[config.mk]
export PLATFORM = sky130hd
export DESIGN_NAME = xml_tag_line_tokenizer_core_flat
export DESIGN_NICKNAME = d
export VERILOG_FILES = /design/src/design/xtt_pkg.sv /design/src/design/xtt_if.sv /design/src/design/xtt_step.sv /design/src/design/xml_tag_line_tokenizer_core.sv /design/src/flat_wrapper.sv
export SDC_FILE = /design/constraint.sdc
export NUM_CORES = 1
export LEC_CHECK = 0
export BUFFER_PORTS_ARGS = -buffer_cell sky130_fd_sc_hd__clkbuf_2
export CORE_MARGIN = 8
export CORE_UTILIZATION = 55
export DETAILED_ROUTE_END_ITERATION = 10
export GPL_TIMING_DRIVEN = 0
export PLACE_DENSITY_LB_ADDON = 0.1
export SYNTH_ARGS = -nofsm -noshare
export SYNTH_HDL_FRONTEND = slang
export SYNTH_SLANG_ARGS = --single-unit
[constraint.sdc]
create_clock -name i_clk -period 6.3 [get_ports i_clk]
set_input_delay 0.315 -clock i_clk [delete_from_list [all_inputs] [get_ports i_clk]]
set_output_delay 0.315 -clock i_clk [all_outputs]
set_load 0.05 [all_outputs]
[src/design/xtt_pkg.sv]
// ----------------------------------------------------------------------------
// xtt_pkg: shared types and constants of the xml tag line tokenizer
// Parse phases, character codes, field limits and the state and result records.
// ----------------------------------------------------------------------------
package xtt_pkg;

    localparam int CHAR_W  = 8;
    localparam int ROLE_W  = 2;
    localparam int CNT_W   = 4;
    localparam int POS_W   = 5;
    localparam int STAT_W  = 3;
    localparam int PHASE_W = 4;

    localparam logic [POS_W-1:0] MAX_NAME_CHARS  = POS_W'(19);
    localparam logic [POS_W-1:0] MAX_FIELD_CHARS = POS_W'(29);
    localparam logic [CNT_W-1:0] MAX_ATTRS       = CNT_W'(10);

    // parse phases
    localparam logic [PHASE_W-1:0] PH_SKIP         = 4'd0;
    localparam logic [PHASE_W-1:0] PH_AFTER_LT     = 4'd1;
    localparam logic [PHASE_W-1:0] PH_TAG_NAME     = 4'd2;
    localparam logic [PHASE_W-1:0] PH_ATTR_HEAD    = 4'd3;
    localparam logic [PHASE_W-1:0] PH_ATTR_NAME    = 4'd4;
    localparam logic [PHASE_W-1:0] PH_EXPECT_QUOTE = 4'd5;
    localparam logic [PHASE_W-1:0] PH_ATTR_VALUE   = 4'd6;
    localparam logic [PHASE_W-1:0] PH_EXPECT_SPACE = 4'd7;
    localparam logic [PHASE_W-1:0] PH_DONE         = 4'd8;

    // roles
    localparam logic [ROLE_W-1:0] ROLE_MARKUP     = 2'd0;
    localparam logic [ROLE_W-1:0] ROLE_TAG_NAME   = 2'd1;
    localparam logic [ROLE_W-1:0] ROLE_ATTR_NAME  = 2'd2;
    localparam logic [ROLE_W-1:0] ROLE_ATTR_VALUE = 2'd3;

    // status codes
    localparam logic [STAT_W-1:0] ST_OK         = 3'd0;
    localparam logic [STAT_W-1:0] ST_NO_LT      = 3'd1;
    localparam logic [STAT_W-1:0] ST_NO_QUOTE   = 3'd2;
    localparam logic [STAT_W-1:0] ST_NO_SPACE   = 3'd3;
    localparam logic [STAT_W-1:0] ST_OVERFLOW   = 3'd4;

    // characters
    localparam logic [CHAR_W-1:0] CH_LT    = 8'h3C;
    localparam logic [CHAR_W-1:0] CH_SLASH = 8'h2F;
    localparam logic [CHAR_W-1:0] CH_EQ    = 8'h3D;
    localparam logic [CHAR_W-1:0] CH_QUOTE = 8'h22;
    localparam logic [CHAR_W-1:0] CH_SPACE = 8'h20;
    localparam logic [CHAR_W-1:0] CH_GT    = 8'h3E;

    typedef struct packed {
        logic [PHASE_W-1:0] phase;
        logic               ending;
        logic [CNT_W-1:0]   attrs;
        logic [POS_W-1:0]   pos;
        logic [STAT_W-1:0]  err;
    } t_state;

    typedef struct packed {
        logic [ROLE_W-1:0] role;
        logic [CNT_W-1:0]  attr_index;
        logic [POS_W-1:0]  field_position;
        logic              tag_done;
        logic              is_ending;
        logic [CNT_W-1:0]  attr_count;
        logic [STAT_W-1:0] status;
    } t_result;

    localparam t_state STATE_RESET = '{
        phase:  PH_SKIP,
        ending: 1'b0,
        attrs:  '0,
        pos:    '0,
        err:    ST_OK
    };

endpackage

[src/design/xtt_if.sv]
// ----------------------------------------------------------------------------
// xtt_if: character and token channels of the xml tag line tokenizer
// Valid/ready channels; a word moves when valid and ready are both high.
// ----------------------------------------------------------------------------
interface xtt_in_if
    import xtt_pkg::*;
();
    logic              valid;
    logic              ready;
    logic [CHAR_W-1:0] char_in;
    logic              line_end;

    modport source (output valid, output char_in, output line_end, input ready);
    modport sink   (input valid, input char_in, input line_end, output ready);
endinterface

interface xtt_out_if
    import xtt_pkg::*;
();
    logic              valid;
    logic              ready;
    logic [CHAR_W-1:0] char_out;
    logic [ROLE_W-1:0] role;
    logic [CNT_W-1:0]  attr_index;
    logic [POS_W-1:0]  field_position;
    logic              tag_done;
    logic              is_ending;
    logic [CNT_W-1:0]  attr_count;
    logic [STAT_W-1:0] status;
    logic              line_last;

    modport source (
        output valid, output char_out, output role, output attr_index,
        output field_position, output tag_done, output is_ending,
        output attr_count, output status, output line_last, input ready
    );
    modport sink (
        input valid, input char_out, input role, input attr_index,
        input field_position, input tag_done, input is_ending,
        input attr_count, input status, input line_last, output ready
    );
endinterface

[src/design/xtt_step.sv]
// ----------------------------------------------------------------------------
// xtt_step: one-character parse step
// Labels the character from the current parse state and forms the next state.
// ----------------------------------------------------------------------------
module xtt_step
    import xtt_pkg::*;
(
    input  t_state             i_state,
    input  logic [CHAR_W-1:0]  i_char,
    input  logic               i_last,
    output t_state             o_state,
    output t_result            o_result
);

    always_comb begin
        t_state            s;
        logic              taken;
        logic              fin;
        logic [ROLE_W-1:0] role;
        logic [CNT_W-1:0]  idx;
        logic [POS_W-1:0]  pos;

        s     = i_state;
        taken = 1'b0;
        fin   = 1'b0;
        role  = ROLE_MARKUP;
        idx   = '0;
        pos   = '0;

        if (s.phase == PH_SKIP) begin
            taken = 1'b1;
            if (i_char == CH_LT) begin
                s.phase = PH_AFTER_LT;
            end else if (i_char != CH_SPACE) begin
                s.err = ST_NO_LT; s.phase = PH_DONE; fin = 1'b1;
            end
        end

        // a non-slash after '<' is the first tag name character
        if (!taken && s.phase == PH_AFTER_LT) begin
            s.phase = PH_TAG_NAME;
            s.pos   = '0;
            if (i_char == CH_SLASH) begin
                s.ending = 1'b1;
                taken    = 1'b1;
            end
        end

        if (!taken && s.phase == PH_TAG_NAME) begin
            taken = 1'b1;
            if (i_char == CH_SPACE) begin
                if (s.ending) begin
                    s.err = ST_OK; s.phase = PH_DONE; fin = 1'b1;
                end else begin
                    s.phase = PH_ATTR_HEAD;
                end
            end else if (i_char == CH_GT) begin
                s.err = ST_OK; s.phase = PH_DONE; fin = 1'b1;
            end else if (s.pos >= MAX_NAME_CHARS) begin
                s.err = ST_OVERFLOW; s.phase = PH_DONE; fin = 1'b1;
            end else begin
                role  = ROLE_TAG_NAME;
                pos   = s.pos;
                s.pos = s.pos + POS_W'(1);
            end
        end

        // any other head character opens an attribute name, unless MAX_ATTRS are already counted
        if (!taken && s.phase == PH_ATTR_HEAD) begin
            if (i_char == CH_SLASH) begin
                taken = 1'b1; s.ending = 1'b1;
                s.err = ST_OK; s.phase = PH_DONE; fin = 1'b1;
            end else if (i_char == CH_GT) begin
                taken = 1'b1; s.ending = 1'b0;
                s.err = ST_OK; s.phase = PH_DONE; fin = 1'b1;
            end else if (s.attrs >= MAX_ATTRS) begin
                taken = 1'b1;
                s.err = ST_OVERFLOW; s.phase = PH_DONE; fin = 1'b1;
            end else begin
                s.phase = PH_ATTR_NAME;
                s.pos   = '0;
            end
        end

        if (!taken && s.phase == PH_ATTR_NAME) begin
            taken = 1'b1;
            if (i_char == CH_EQ) begin
                s.phase = PH_EXPECT_QUOTE;
            end else if (s.pos >= MAX_FIELD_CHARS) begin
                s.err = ST_OVERFLOW; s.phase = PH_DONE; fin = 1'b1;
            end else begin
                role  = ROLE_ATTR_NAME;
                idx   = s.attrs;
                pos   = s.pos;
                s.pos = s.pos + POS_W'(1);
            end
        end

        if (!taken && s.phase == PH_EXPECT_QUOTE) begin
            taken = 1'b1;
            if (i_char == CH_QUOTE) begin
                s.phase = PH_ATTR_VALUE;
                s.pos   = '0;
            end else begin
                s.err = ST_NO_QUOTE; s.phase = PH_DONE; fin = 1'b1;
            end
        end

        if (!taken && s.phase == PH_ATTR_VALUE) begin
            taken = 1'b1;
            if (i_char == CH_QUOTE) begin
                s.attrs = s.attrs + CNT_W'(1);
                s.phase = PH_EXPECT_SPACE;
            end else if (s.pos >= MAX_FIELD_CHARS) begin
                s.err = ST_OVERFLOW; s.phase = PH_DONE; fin = 1'b1;
            end else begin
                role  = ROLE_ATTR_VALUE;
                idx   = s.attrs;
                pos   = s.pos;
                s.pos = s.pos + POS_W'(1);
            end
        end

        if (!taken && s.phase == PH_EXPECT_SPACE) begin
            if (i_char == CH_SPACE) begin
                s.phase = PH_ATTR_HEAD;
            end else begin
                s.err = ST_NO_SPACE; s.phase = PH_DONE; fin = 1'b1;
            end
        end

        // line end closes an open tag
        if (i_last && s.phase != PH_DONE) begin
            if (s.phase == PH_SKIP) begin
                s.err = ST_NO_LT;
            end else if (s.phase == PH_ATTR_NAME || s.phase == PH_EXPECT_QUOTE ||
                         s.phase == PH_ATTR_VALUE) begin
                s.err = ST_NO_QUOTE;
            end else begin
                s.err = ST_OK;
            end
            s.phase = PH_DONE;
            fin     = 1'b1;
        end

        o_result.role           = role;
        o_result.attr_index     = idx;
        o_result.field_position = pos;
        o_result.tag_done       = fin;
        o_result.is_ending      = fin & s.ending;
        o_result.attr_count     = s.attrs;
        o_result.status         = s.err;

        o_state = i_last ? STATE_RESET : s;
    end

endmodule

[src/design/xml_tag_line_tokenizer_core.sv]
// ----------------------------------------------------------------------------
// xml_tag_line_tokenizer_core: character-serial xml tag tokenizer
// Labels each character of a one-line tag by role, with field position,
// attribute index, completion and status.
// ----------------------------------------------------------------------------
// One word in gives one word out, one word per cycle sustained while the
// output is ready. A character passes an input register, then the parse step,
// then the output register. The parse state updates as the character leaves
// the input register, so the next character may follow at once; while a
// finished result waits, the input side accepts only until the input
// register is full. The parse state returns to reset after each word
// marked with line_end.
module xml_tag_line_tokenizer_core
    import xtt_pkg::*;
(
    input  logic       i_clk,
    input  logic       i_rst_n,
    xtt_in_if.sink     i_in,
    xtt_out_if.source  o_out
);

    logic              r_in_valid;
    logic [CHAR_W-1:0] r_in_char;
    logic              r_in_last;

    logic              r_out_valid;
    logic [CHAR_W-1:0] r_out_char;
    logic              r_out_last;
    t_result           r_out_res;

    t_state            r_state;
    t_state            n_state;
    t_result           n_res;

    logic              advance;

    assign advance    = r_in_valid && (!r_out_valid || o_out.ready);
    assign i_in.ready = !r_in_valid || advance;

    xtt_step u_step (
        .i_state  (r_state),
        .i_char   (r_in_char),
        .i_last   (r_in_last),
        .o_state  (n_state),
        .o_result (n_res)
    );

    always_ff @(posedge i_clk) begin
        if (!i_rst_n) begin
            r_in_valid  <= 1'b0;
            r_out_valid <= 1'b0;
            r_state     <= STATE_RESET;
        end else begin
            if (i_in.ready) begin
                r_in_valid <= i_in.valid;
            end
            if (advance) begin
                r_out_valid <= 1'b1;
                r_state     <= n_state;
            end else if (o_out.ready) begin
                r_out_valid <= 1'b0;
            end
        end
    end

    always_ff @(posedge i_clk) begin
        if (i_in.valid && i_in.ready) begin
            r_in_char <= i_in.char_in;
            r_in_last <= i_in.line_end;
        end
        if (advance) begin
            r_out_char <= r_in_char;
            r_out_last <= r_in_last;
            r_out_res  <= n_res;
        end
    end

    assign o_out.valid          = r_out_valid;
    assign o_out.char_out       = r_out_char;
    assign o_out.role           = r_out_res.role;
    assign o_out.attr_index     = r_out_res.attr_index;
    assign o_out.field_position = r_out_res.field_position;
    assign o_out.tag_done       = r_out_res.tag_done;
    assign o_out.is_ending      = r_out_res.is_ending;
    assign o_out.attr_count     = r_out_res.attr_count;
    assign o_out.status         = r_out_res.status;
    assign o_out.line_last      = r_out_last;

endmodule
[src/flat_wrapper.sv]
// flat-port wrapper written by rule: the top's interface ports become plain ports
module xml_tag_line_tokenizer_core_flat import xtt_pkg::*;
  (i_clk, i_rst_n, i_in_valid, i_in_char_in, i_in_line_end, i_in_ready, o_out_valid, o_out_char_out, o_out_role, o_out_attr_index, o_out_field_position, o_out_tag_done, o_out_is_ending, o_out_attr_count, o_out_status, o_out_line_last, o_out_ready);
  xtt_in_if i_in_i ();
  xtt_out_if o_out_i ();
  input  logic i_clk;
  input  logic i_rst_n;
  input wire logic [$bits(i_in_i.valid)-1:0] i_in_valid;
  input wire logic [$bits(i_in_i.char_in)-1:0] i_in_char_in;
  input wire logic [$bits(i_in_i.line_end)-1:0] i_in_line_end;
  output wire logic [$bits(i_in_i.ready)-1:0] i_in_ready;
  output wire logic [$bits(o_out_i.valid)-1:0] o_out_valid;
  output wire logic [$bits(o_out_i.char_out)-1:0] o_out_char_out;
  output wire logic [$bits(o_out_i.role)-1:0] o_out_role;
  output wire logic [$bits(o_out_i.attr_index)-1:0] o_out_attr_index;
  output wire logic [$bits(o_out_i.field_position)-1:0] o_out_field_position;
  output wire logic [$bits(o_out_i.tag_done)-1:0] o_out_tag_done;
  output wire logic [$bits(o_out_i.is_ending)-1:0] o_out_is_ending;
  output wire logic [$bits(o_out_i.attr_count)-1:0] o_out_attr_count;
  output wire logic [$bits(o_out_i.status)-1:0] o_out_status;
  output wire logic [$bits(o_out_i.line_last)-1:0] o_out_line_last;
  input wire logic [$bits(o_out_i.ready)-1:0] o_out_ready;
  assign i_in_i.valid = i_in_valid;
  assign i_in_i.char_in = i_in_char_in;
  assign i_in_i.line_end = i_in_line_end;
  assign i_in_ready = i_in_i.ready;
  assign o_out_valid = o_out_i.valid;
  assign o_out_char_out = o_out_i.char_out;
  assign o_out_role = o_out_i.role;
  assign o_out_attr_index = o_out_i.attr_index;
  assign o_out_field_position = o_out_i.field_position;
  assign o_out_tag_done = o_out_i.tag_done;
  assign o_out_is_ending = o_out_i.is_ending;
  assign o_out_attr_count = o_out_i.attr_count;
  assign o_out_status = o_out_i.status;
  assign o_out_line_last = o_out_i.line_last;
  assign o_out_i.ready = o_out_ready;
  xml_tag_line_tokenizer_core u_core (.i_clk(i_clk), .i_rst_n(i_rst_n), .i_in(i_in_i), .o_out(o_out_i));
endmodule
[After elaboration in Yosys (flattened, before gate mapping)]
Index checks and enable logic that the tools add are counted.
Cells by class
  add/sub/neg operators: 4
  order comparisons: 4
  equal/unequal tests: 18
  muxes and demuxes: 125
  bitwise gates (word level): 1
  reductions and logical operators: 26
Operators by type and width (number)
  $mux 5: 23
  $mux 4: 28
  $eq 8x6->1 const B: 6
  $mux 3: 16
  $mux 8: 6
  $mux 1: 42
  $eq 4x3->1 const B: 7
  $mux 17: 1
  $mux 2: 8
  $add 5x1->5 const B: 3
  $ge 5x5->1 const B: 3
  $mux 12: 1
  $logic_and 1x1->1: 10
  $logic_not 1->1: 9
  $eq 4x2->1 const B: 2
  $logic_not 4->1: 2
  $ne 8x6->1 const B: 1
  $add 4x1->4 const B: 1
  $eq 4x1->1 const B: 1
  $ge 4x4->1 const B: 1
  $logic_or 1x1->1: 4
  $ne 4x4->1 const B: 1
  $reduce_bool 2->1: 1
  $and 1x1->1: 1
Storage, ports and cells
  register bits after elaboration: 57
  input bits: 13
  logic and storage cells: 196

[Depth between registers and ports, before layout]
Gate-level depths: netlist of the first run.
  depth after elaboration: 37
  gate-level depth with buffers: 25

[Cells and area by module]
A second synthesis of the first run with hierarchy kept.
Second synthesis, totals
  cell total of the unflattened synthesis: 371
  area total of the unflattened synthesis: 3602.2 um^2
Modules (own cells, without submodules)
  xml_tag_line_tokenizer_core: times used 1, cells an instance 121, area each 1913.1 um^2, sequential area each 1521.5 um^2
  xtt_step: times used 1, cells an instance 250, area each 1689.1 um^2, sequential area each 0.0 um^2

[Worst setup path before layout of the first run]
No wires, ideal clock.
  path type: register to register
  from: reg u_core.r_state[16] (netlist name)
  to: reg u_core.r_out_res, in the netlist u_core.o_out.tag_done, data pin
  setup time: 265 ps
  data arrival time: 5222 ps
  slack: 812 ps
  cell stages (with the launch flop): 25
  period minus slack after synthesis: 5488 ps
  path through: dfxtp_1 -> or4b_1 -> buf_2 -> and2_1 -> ha_1 -> a2111o_1 -> and3_4 -> inv_1 -> ha_1 -> o211a_1 -> o21a_1 -> clkbuf_1 -> ha_1 -> inv_1 -> a31oi_4 -> or3_1 -> a21oi_1 -> ha_1 -> nand3b_1 -> nor3_1 -> or4b_1 -> buf_6 -> o211ai_4 -> a31oi_1 -> or3_1
RTL lines
  from (decl): line xml_tag_line_tokenizer_core.sv:31  | t_state r_state;
  from (signal assigned): line xml_tag_line_tokenizer_core.sv:59  | r_state <= n_state;
  to (signal assigned): line xml_tag_line_tokenizer_core.sv:74  | r_out_res <= n_res;
  to (decl): line xml_tag_line_tokenizer_core.sv:29  | t_result r_out_res;

==> results of run 1 <==
layout by cell type (no fill, tap or decap), types with 3 or more instances in the layout:
cell,n
o221ai_1,3
ha_1,8
o21bai_1,3
a21oi_1,22
a31oi_1,4
clkbuf_2,43
clkbuf_1,11
nor3b_1,4
a22oi_1,4
or4b_1,3
nor3_1,12
o21a_1,5
mux2i_1,3
nand2_1,37
xnor2_1,8
inv_1,12
nor4b_1,3
nor4_1,4
nand4_1,6
and2_1,12
o31a_1,3
nand3_1,9
clkbuf_8,9
dfxtp_1,19
nor2b_1,9
edfxtp_1,38
o21ai_0,15
or4_1,4
a211oi_1,3
a21boi_0,5
or3_1,5
nor2_1,23
o31ai_1,4
per-stage QoR:
stage | setup slack, ps | util (%) | cells
after global routing | 20.06 | 64.57 | 496
after global placement | 254.3 | 60.84 | 481
after detailed placement | 102.7 | 60.84 | 481
final | 352.7 | 64.57 | 496
after CTS | 93.74 | 64.23 | 497
after floorplan | 812.2 | - | 361
per-layer routing:
metal / vias to the layer above / global-route usage, %
li1: 1499 / -
met1: 1490 / 26.00
met2: 139 / 33.72
met3: 20 / 3.701
met4: 0 / 9.623
met5: - / 0
power breakdown:
part,switching [mW],internal [mW],total [mW]
clock network,0.151,0.220,0.371
logic,0.0554,0.0166,0.0720
registers,0.00681,0.412,0.419
path summary, 6_finish.rpt:
| check | from | to | slack [ps] | cells after the start |
|---|---|---|---|---|
| worst max-delay path | u_core.r_state[16] | u_core.o_out.tag_done | 350 | 23 |
| worst max register to register | u_core.r_state[16] | u_core.o_out.tag_done | 350 | 23 |
| worst min-delay path | i_in_char_in[6] | u_core.r_in_char[6] | 150 | 1 |
| worst min register to register | u_core.r_in_last | u_core.o_out.line_last | 440 | 0 |
critical path: cells and delay by family, from the launching register on:
kind | cells | cell delay (ps)
AOI/OAI and AO/OA | 7 | 1420
adders and majority gates | 4 | 920
buffers and inverters | 4 | 640
DFF | 1 | 380
and+or+nand+nor | 8 | 2360
flip-flops by register name, summed over array words and instances (netlist names), 2 cells and up:
signal,flops
u_core.o_out.field_position,5
u_core.r_in_char,8
u_core.o_out.role,2
u_core.o_out.char_out,8
u_core.o_out.attr_index,4
u_core.r_state,17
u_core.o_out.status,3
u_core.o_out.attr_count,4
cell type report:
| cell class | count | area [µm²] |
|---|---|---|
| Buffer | 14 | 62.56 |
| Tap cell | 77 | 96.34 |
| Multi-Input combinational cell | 277 | 1856 |
| Clock inverter | 6 | 82.58 |
| Sequential cell | 57 | 1521 |
| Timing Repair Buffer | 43 | 215.2 |
| Inverter | 12 | 45.04 |
| Clock buffer | 10 | 127.6 |
| Fill cell | 529 | 2198 |
kinds of logic after synthesis:
group / share of synthesized area [%]
adders and majority gates: 2.890
and+or+nand+nor: 23.27
AOI/OAI and AO/OA: 22.65
DFF: 43.93
xor gates and xnor gates: 2.529
buffers and inverters: 3.215
muxes: 1.517
==> summary.log, run 1 <==
[global_route] pin count of the biggest net entering global routing 32
[route] highest routed layer met4
[yosys] average cell area after synthesis 9.594 µm²
[timing] final hold violations 0
[placement] count of buffers from port buffering 43
[clock_tree] hold buffer count at CTS 0
[yosys] count of cell types in the netlist 73
[power_and_ir_drop] power per cell area 215.2 nW/µm²
[clock_tree] clock slew at reported path FFs 70 ps
[route] Avg Vias per Cell 6.347
[timing] worst-margin pin slew 1187 ps
[yosys] flip-flop and latch count after synthesis 57
[timing] final cycle utilization of the critical path 94.40%
[die] standard cell core area 6205 µm²
[yosys] count of flip-flops with a built-in enable after synthesis 38
[yosys] most common flop cell mapped by yosys edfxtp_1
[finish] final std cell area, no fill 4006 µm²
[placement] HPWL Detailed 6.723 mm
[global_route] global router's overall resource usage 20.67%
[yosys] library cell with the highest instance count after synthesis edfxtp_1
[clock_tree] maximum clock insertion buffer count 2
[setup_path] endpoint type of the worst setup path flip-flop
[die] Die Area 9093 µm²
[setup_path] delay contributed by the slowest stage of the critical path 540 ps
[run] number of max-cap violations 0
[clock_tree] later-pin clock latency in the skew report 340 ps
[route] met2 wirelength from detailed routing 4.381 mm
[die] horizontal die dimension 95.36 µm
[clock_tree] number of resized instances in the post-cts repair step 0
[route] routed wire length 8.962 mm
[global_route] number of antenna violations at the first check in global routing 0
[placement] final estimated routing congestion in global placement 0.8977
[timing] RSZ-0062 raised after global routing no
[finish] number of antenna cells inserted 0
[power_and_ir_drop] post-route total power 0.8623 mW
[timing] worst hold margin 152.2 ps
[yosys] post-synthesis cell type with the largest combined area edfxtp_1
[setup_path] crit start category flip-flop
[finish] area growth from synthesis to layout 15.68%
[die] top-level port count 44
[clock_tree] number of levels in the clock H-tree 3
[timing] maximum frequency from static timing analysis 168.1 MHz
[yosys] Seq/Total Area, Yosys 43.93%
[placement] total placed instance area 3775 µm²
[timing] final count of pins violating max slew 0
[die] Die Y-Extent 95.36 µm
[route] M1 wire length 3.780 mm
[route] first drt pass iteration count 4
[yosys] count of yosys warnings during synthesis 0
[power_and_ir_drop] Leakage 1.423 nW
[setup_path] critical path cell sequence or4b_1 -> buf_2 -> and2_1 -> ha_1 -> a2111o_1 -> and3_4 -> inv_1 -> ha_1 -> o211a_1 -> o21a_1 -> ha_1 -> inv_1 -> a31oi_4 -> or3_4 -> a21oi_4 -> ha_1 -> nand3b_1 -> nor3_1 -> or4b_1 -> buf_6 -> o211ai_4 -> a31oi_1 -> or3_1
[yosys] post-synth design cell area 3463 µm²
[yosys] Post-Synthesis Net Count 382
[setup_path] slowest library cell on the worst path or4b_1
[route] Iteration-0 DRC Markers 304
[route] Routed wire per std cell 18.07 µm
[route] DR DRC count 0
[yosys] cell types with the highest counts after synthesis edfxtp_1 (38), nand2_1 (37), a21oi_1 (23), nor2_1 (23), dfxtp_1 (19)
[yosys] top cell type's share of synthesized area 32.95%
[yosys] gate count after technology mapping 361
[yosys] async set-or-reset flop fraction in the synthesized netlist 0%
[timing] time the final worst path needs with I/O delays and setup 5947 ps
[timing] worst setup skew after layout 13.20 ps
[setup_path] cell mode on critical path ha_1
[power_and_ir_drop] peak supply drop 0.1630 mV
[global_route] total gr overflow 0
[timing] Setup violations, final 0
[global_route] vias in the first global route 2908
[setup_path] CP Class flip-flop to flip-flop
[clock_tree] total setup buffers inserted after CTS 0
[clock_tree] CTS sink cnt 57
[finish] fraction of layout instances using a drive strength above 1 18.14%
[setup_path] Worst Path Arrival 6030 ps
[clock_tree] clock buffers created by TritonCTS 9
[clock_tree] clock tree from TritonCTS yes
[route] detailed-routed wire length on met3 593 µm
[min_path] classification of the worst-slack hold path primary input to flip-flop
[timing] slew margin rel. 20.76%
[route] Detail Route Antenna Nets 0
[setup_path] required time at the worst-slack endpoint 6390 ps
[timing] Setup TNS 0 ps
[status] result of the run finished, final reports clean
[die] row cnt 29
[die] effective utilization at floorplan 55.82%
[setup_path] highest fanout seen on the critical path 10
[finish] number of nets in the final layout 435
[route] vias after detailed routing 3148
[yosys] top cells by area, synth edfxtp_1 (33%), dfxtp_1 (11%), nand2_1 (4.0%), a21oi_1 (3.3%), ha_1 (2.9%)
[global_route] first-pass GRT wire length 14.52 mm
[clock_tree] CTS Root Cell clkbuf_8
Power figures use the tool's default switching activity.
==> run 2: changes to the inputs <==
--- a/config.mk
+++ b/config.mk
@@ -10,7 +10,8 @@
 export CORE_UTILIZATION = 55
 export DETAILED_ROUTE_END_ITERATION = 10
 export GPL_TIMING_DRIVEN = 0
-export PLACE_DENSITY_LB_ADDON = 0.1
+export PLACE_DENSITY = 0.76
+export REMOVE_ABC_BUFFERS = 1
 export SYNTH_ARGS = -nofsm -noshare
 export SYNTH_HDL_FRONTEND = slang
 export SYNTH_SLANG_ARGS = --single-unit
==> summary.log, run 2 (synthesized netlist as in run 1, its figures left out) <==
[setup_path] kind of cell adding the most delay to the critical path simple AND/OR/NAND/NOR gates [unchanged]
[timing] Setup TNS 0 ps [unchanged]
[global_route] first-pass GRT wire length 13.96 mm [was 14.52 mm]
[setup_path] setup slack on the worst flop-to-flop path 270 ps [was 350 ps]
[finish] commonest cells after routing, fill and taps aside clkbuf_2 (43), edfxtp_1 (38), nand2_1 (37) [unchanged]
[finish] number of nets in the final layout 421 [was 435]
[global_route] GR Layer Usage met3 6.063% [was 3.701%]
[finish] fraction of layout instances using a drive strength above 1 18.77% [was 18.14%]
[clock_tree] number of levels in the clock H-tree 3 [unchanged]
[timing] time the final worst path needs with I/O delays and setup 6030 ps [was 5947 ps]
[finish] final std cell area, no fill 3897 µm² [was 4006 µm²]
[setup_path] delay contributed by the slowest stage of the critical path 590 ps [was 540 ps]
[route] Routed wire per std cell 17.76 µm [was 18.07 µm]
[min_path] Cells on Worst Hold Path 1 [unchanged]
[finish] count of non-filler cells in the finished layout 482 [was 496]
[route] routed wire length 8.561 mm [was 8.962 mm]
[power_and_ir_drop] power per cell area 202.2 nW/µm² [was 215.2 nW/µm²]
[power_and_ir_drop] post-route total power 0.7882 mW [was 0.8623 mW]
[setup_path] source of the critical timing path u_core.r_state[13] [was u_core.r_state[16]]
[global_route] global-route met2 utilization 30.61% [was 33.72%]
[route] DR DRC count 0 [unchanged]
[clock_tree] CTS Root Cell clkbuf_8 [unchanged]
[clock_tree] hold buffer count at CTS 0 [unchanged]
[clock_tree] maximum clock insertion buffer count 2 [unchanged]
[clock_tree] CTS sink cnt 57 [unchanged]
[timing] maximum frequency from static timing analysis 165.8 MHz [was 168.1 MHz]
[placement] count of buffers from port buffering 43 [unchanged]
[finish] final core occ 62.82% [was 64.57%]
[finish] Fill cells 537 [was 529]
[setup_path] crit start category flip-flop [unchanged]
[die] Die Y-Extent 95.36 µm [unchanged]
[global_route] total gr overflow 0 [unchanged]
[timing] worst hold margin 141.6 ps [was 152.2 ps]
[finish] number of antenna cells inserted 0 [unchanged]
[setup_path] cell mode on critical path ha_1 [unchanged]
[clock_tree] clock slew at reported path FFs 60 ps [was 70 ps]
[setup_path] slowest library cell on the worst path or4b_4 [was or4b_1]
[route] vias after detailed routing 3006 [was 3148]
[setup_path] endpoint type of the worst setup path flip-flop [unchanged]
[run] number of max-cap violations 0 [unchanged]
[route] Avg Vias per Cell 6.237 [was 6.347]
[placement] HPWL Detailed 6.266 mm [was 6.723 mm]
[finish] max reg flops 17 [unchanged]
[timing] worst setup skew after layout 6.755 ps [was 13.20 ps]
[setup_path] reg2reg start u_core.r_state[13] [was u_core.r_state[16]]
[min_path] Worst Hold Path EP u_core.r_in_char[1] [was u_core.r_in_char[6]]
[setup_path] highest fanout seen on the critical path 12 [was 10]
[global_route] met1 usage 24.82% [was 26.00%]
[die] Die Area 9093 µm² [unchanged]
[min_path] start point of the worst hold path i_in_char_in[1] [was i_in_char_in[6]]
[clock_tree] clock buffers created by TritonCTS 9 [unchanged]
[finish] register with the most flip-flops u_core.r_state [unchanged]
[timing] final count of pins violating max slew 0 [unchanged]
[timing] worst-margin pin slew 1259 ps [was 1187 ps]
[power_and_ir_drop] Leakage 1.382 nW [was 1.423 nW]
[finish] area growth from synthesis to layout 12.54% [was 15.68%]
[global_route] GRT Max-Usage Layer met2 [unchanged]
[setup_path] endpoint of the lowest-slack register-to-register path u_core.o_out.tag_done [unchanged]
[clock_tree] total setup buffers inserted after CTS 0 [unchanged]
[finish] most common cell after layout, fill and taps aside clkbuf_2 [unchanged]
[timing] final hold violations 0 [unchanged]
[placement] final estimated routing congestion in global placement 0.9188 [was 0.8977]
[global_route] pin count of the biggest net entering global routing 32 [unchanged]
[global_route] global router's overall resource usage 20.00% [was 20.67%]
[die] row cnt 29 [unchanged]
[global_route] vias in the first global route 2879 [was 2908]
[setup_path] Worst Path Arrival 6120 ps [was 6030 ps]
[min_path] classification of the worst-slack hold path primary input to flip-flop [unchanged]
[global_route] number of antenna violations at the first check in global routing 0 [unchanged]
[power_and_ir_drop] peak supply drop 0.1634 mV [was 0.1630 mV]
[placement] total placed instance area 3709 µm² [was 3775 µm²]
[setup_path] critical path cell sequence or4b_4 -> and2_1 -> ha_1 -> a2111o_1 -> and3_4 -> inv_1 -> ha_1 -> o211a_1 -> o21a_1 -> ha_1 -> inv_1 -> a31oi_4 -> or3_1 -> a21oi_2 -> ha_1 -> nand3b_1 -> nor3_1 -> or4b_4 -> o21ai_2 -> a31oi_1 -> or3_1 [was or4b_1 -> buf_2 -> and2_1 -> ha_1 -> a2111o_1 -> and3_4 -> inv_1 -> ha_1 -> o211a_1 -> o21a_1 -> ha_1 -> inv_1 -> a31oi_4 -> or3_4 -> a21oi_4 -> ha_1 -> nand3b_1 -> nor3_1 -> or4b_1 -> buf_6 -> o211ai_4 -> a31oi_1 -> or3_1]
[placement] DP Worst Slack -0.4161 ps [was 102.7 ps]
[clock_tree] clock tree from TritonCTS yes [unchanged]
[route] first drt pass iteration count 5 [was 4]
[status] result of the run finished, final reports clean [unchanged]
[setup_path] CP Class flip-flop to flip-flop [unchanged]
[placement] Post-Place Cells 466 [was 481]
[die] top-level port count 44 [unchanged]
[timing] PnR worst setup slack 269.8 ps [was 352.7 ps]
[die] effective utilization at floorplan 55.82% [unchanged]
[timing] Setup violations, final 0 [unchanged]
[setup_path] depth of the worst register-to-register path 21 [was 23]
[route] Detail Route Antenna Nets 0 [unchanged]
[setup_path] Critical path buffers and inverters 2 [was 4]
[die] standard cell core area 6205 µm² [unchanged]
[setup_path] required time at the worst-slack endpoint 6390 ps [about the same]
[route] Iteration-0 DRC Markers 279 [was 304]
[timing] slew margin rel. 15.99% [was 20.76%]
[clock_tree] later-pin clock latency in the skew report 350 ps [was 340 ps]
[timing] final cycle utilization of the critical path 95.72% [was 94.40%]
[die] horizontal die dimension 95.36 µm [unchanged]
-- run 2: cell count changes in the layout (fill, tap and decap cells not counted), moves of 2 or more --
cell and delta:
buf_2 -2, bufinv_16 -2, clkbuf_1 -11, clkinv_2 +2, or4b_1 -2, or4b_4 +2
-- run 2: report_power, final --
group,total [mW],switching [mW],internal (mW)
Clock,0.298,0.157,0.141
Sequential,0.423,0.0104,0.413
Combinational,0.0668,0.0512,0.0156
Total,0.788,0.219,0.570
-- run 2: timing repair --
action                     CTS  global route
gates cloned                 0             0
resized for setup            2             4
setup endpoints to repair    4            14
pin swaps                    0             0
-- run 2: cell type report --
class,count,area (µm²),share of cell area (%)
clock buffers,9,123.9,3.178
clock inverters,7,46.29,1.188
inverters,12,45.04,1.156
multi-input cells,277,1848,47.42
flip-flops and latches,57,1523,39.07
well taps,77,96.34,2.472
repair buffers,43,215.2,5.522
-- run 2: worst register-to-register path, cell delays in order (launching register included) --
cell,delay (ps)
dfxtp_1,540
or4b_4,590
and2_1,230
ha_1,250
a2111o_1,300
and3_4,210
inv_1,150
ha_1,260
o211a_1,130
o21a_1,300
ha_1,230
inv_1,110
a31oi_4,140
or3_1,390
a21oi_2,230
ha_1,200
nand3b_1,120
nor3_1,60
or4b_4,590
o21ai_2,260
a31oi_1,150
or3_1,340
-- run 2: worst max path at each step --
stage,slack [ps],endpoint,cells after the start
global placement,-20,u_core.o_out.tag_done,20
global route,-30,u_core.o_out.tag_done,20
finish,270,u_core.o_out.tag_done,21
CTS,140,u_core.o_out.tag_done,20
detailed placement,-0.4,u_core.o_out.tag_done,20
floorplan,700,u_core.o_out.tag_done,20
-- run 2: layer usage --
layer / up-vias / routed length [µm]
li1: 1465 / -
met1: 1411 / 3743
met2: 110 / 3948
met3: 20 / 574
met4: 0 / 294
met5: - / 0
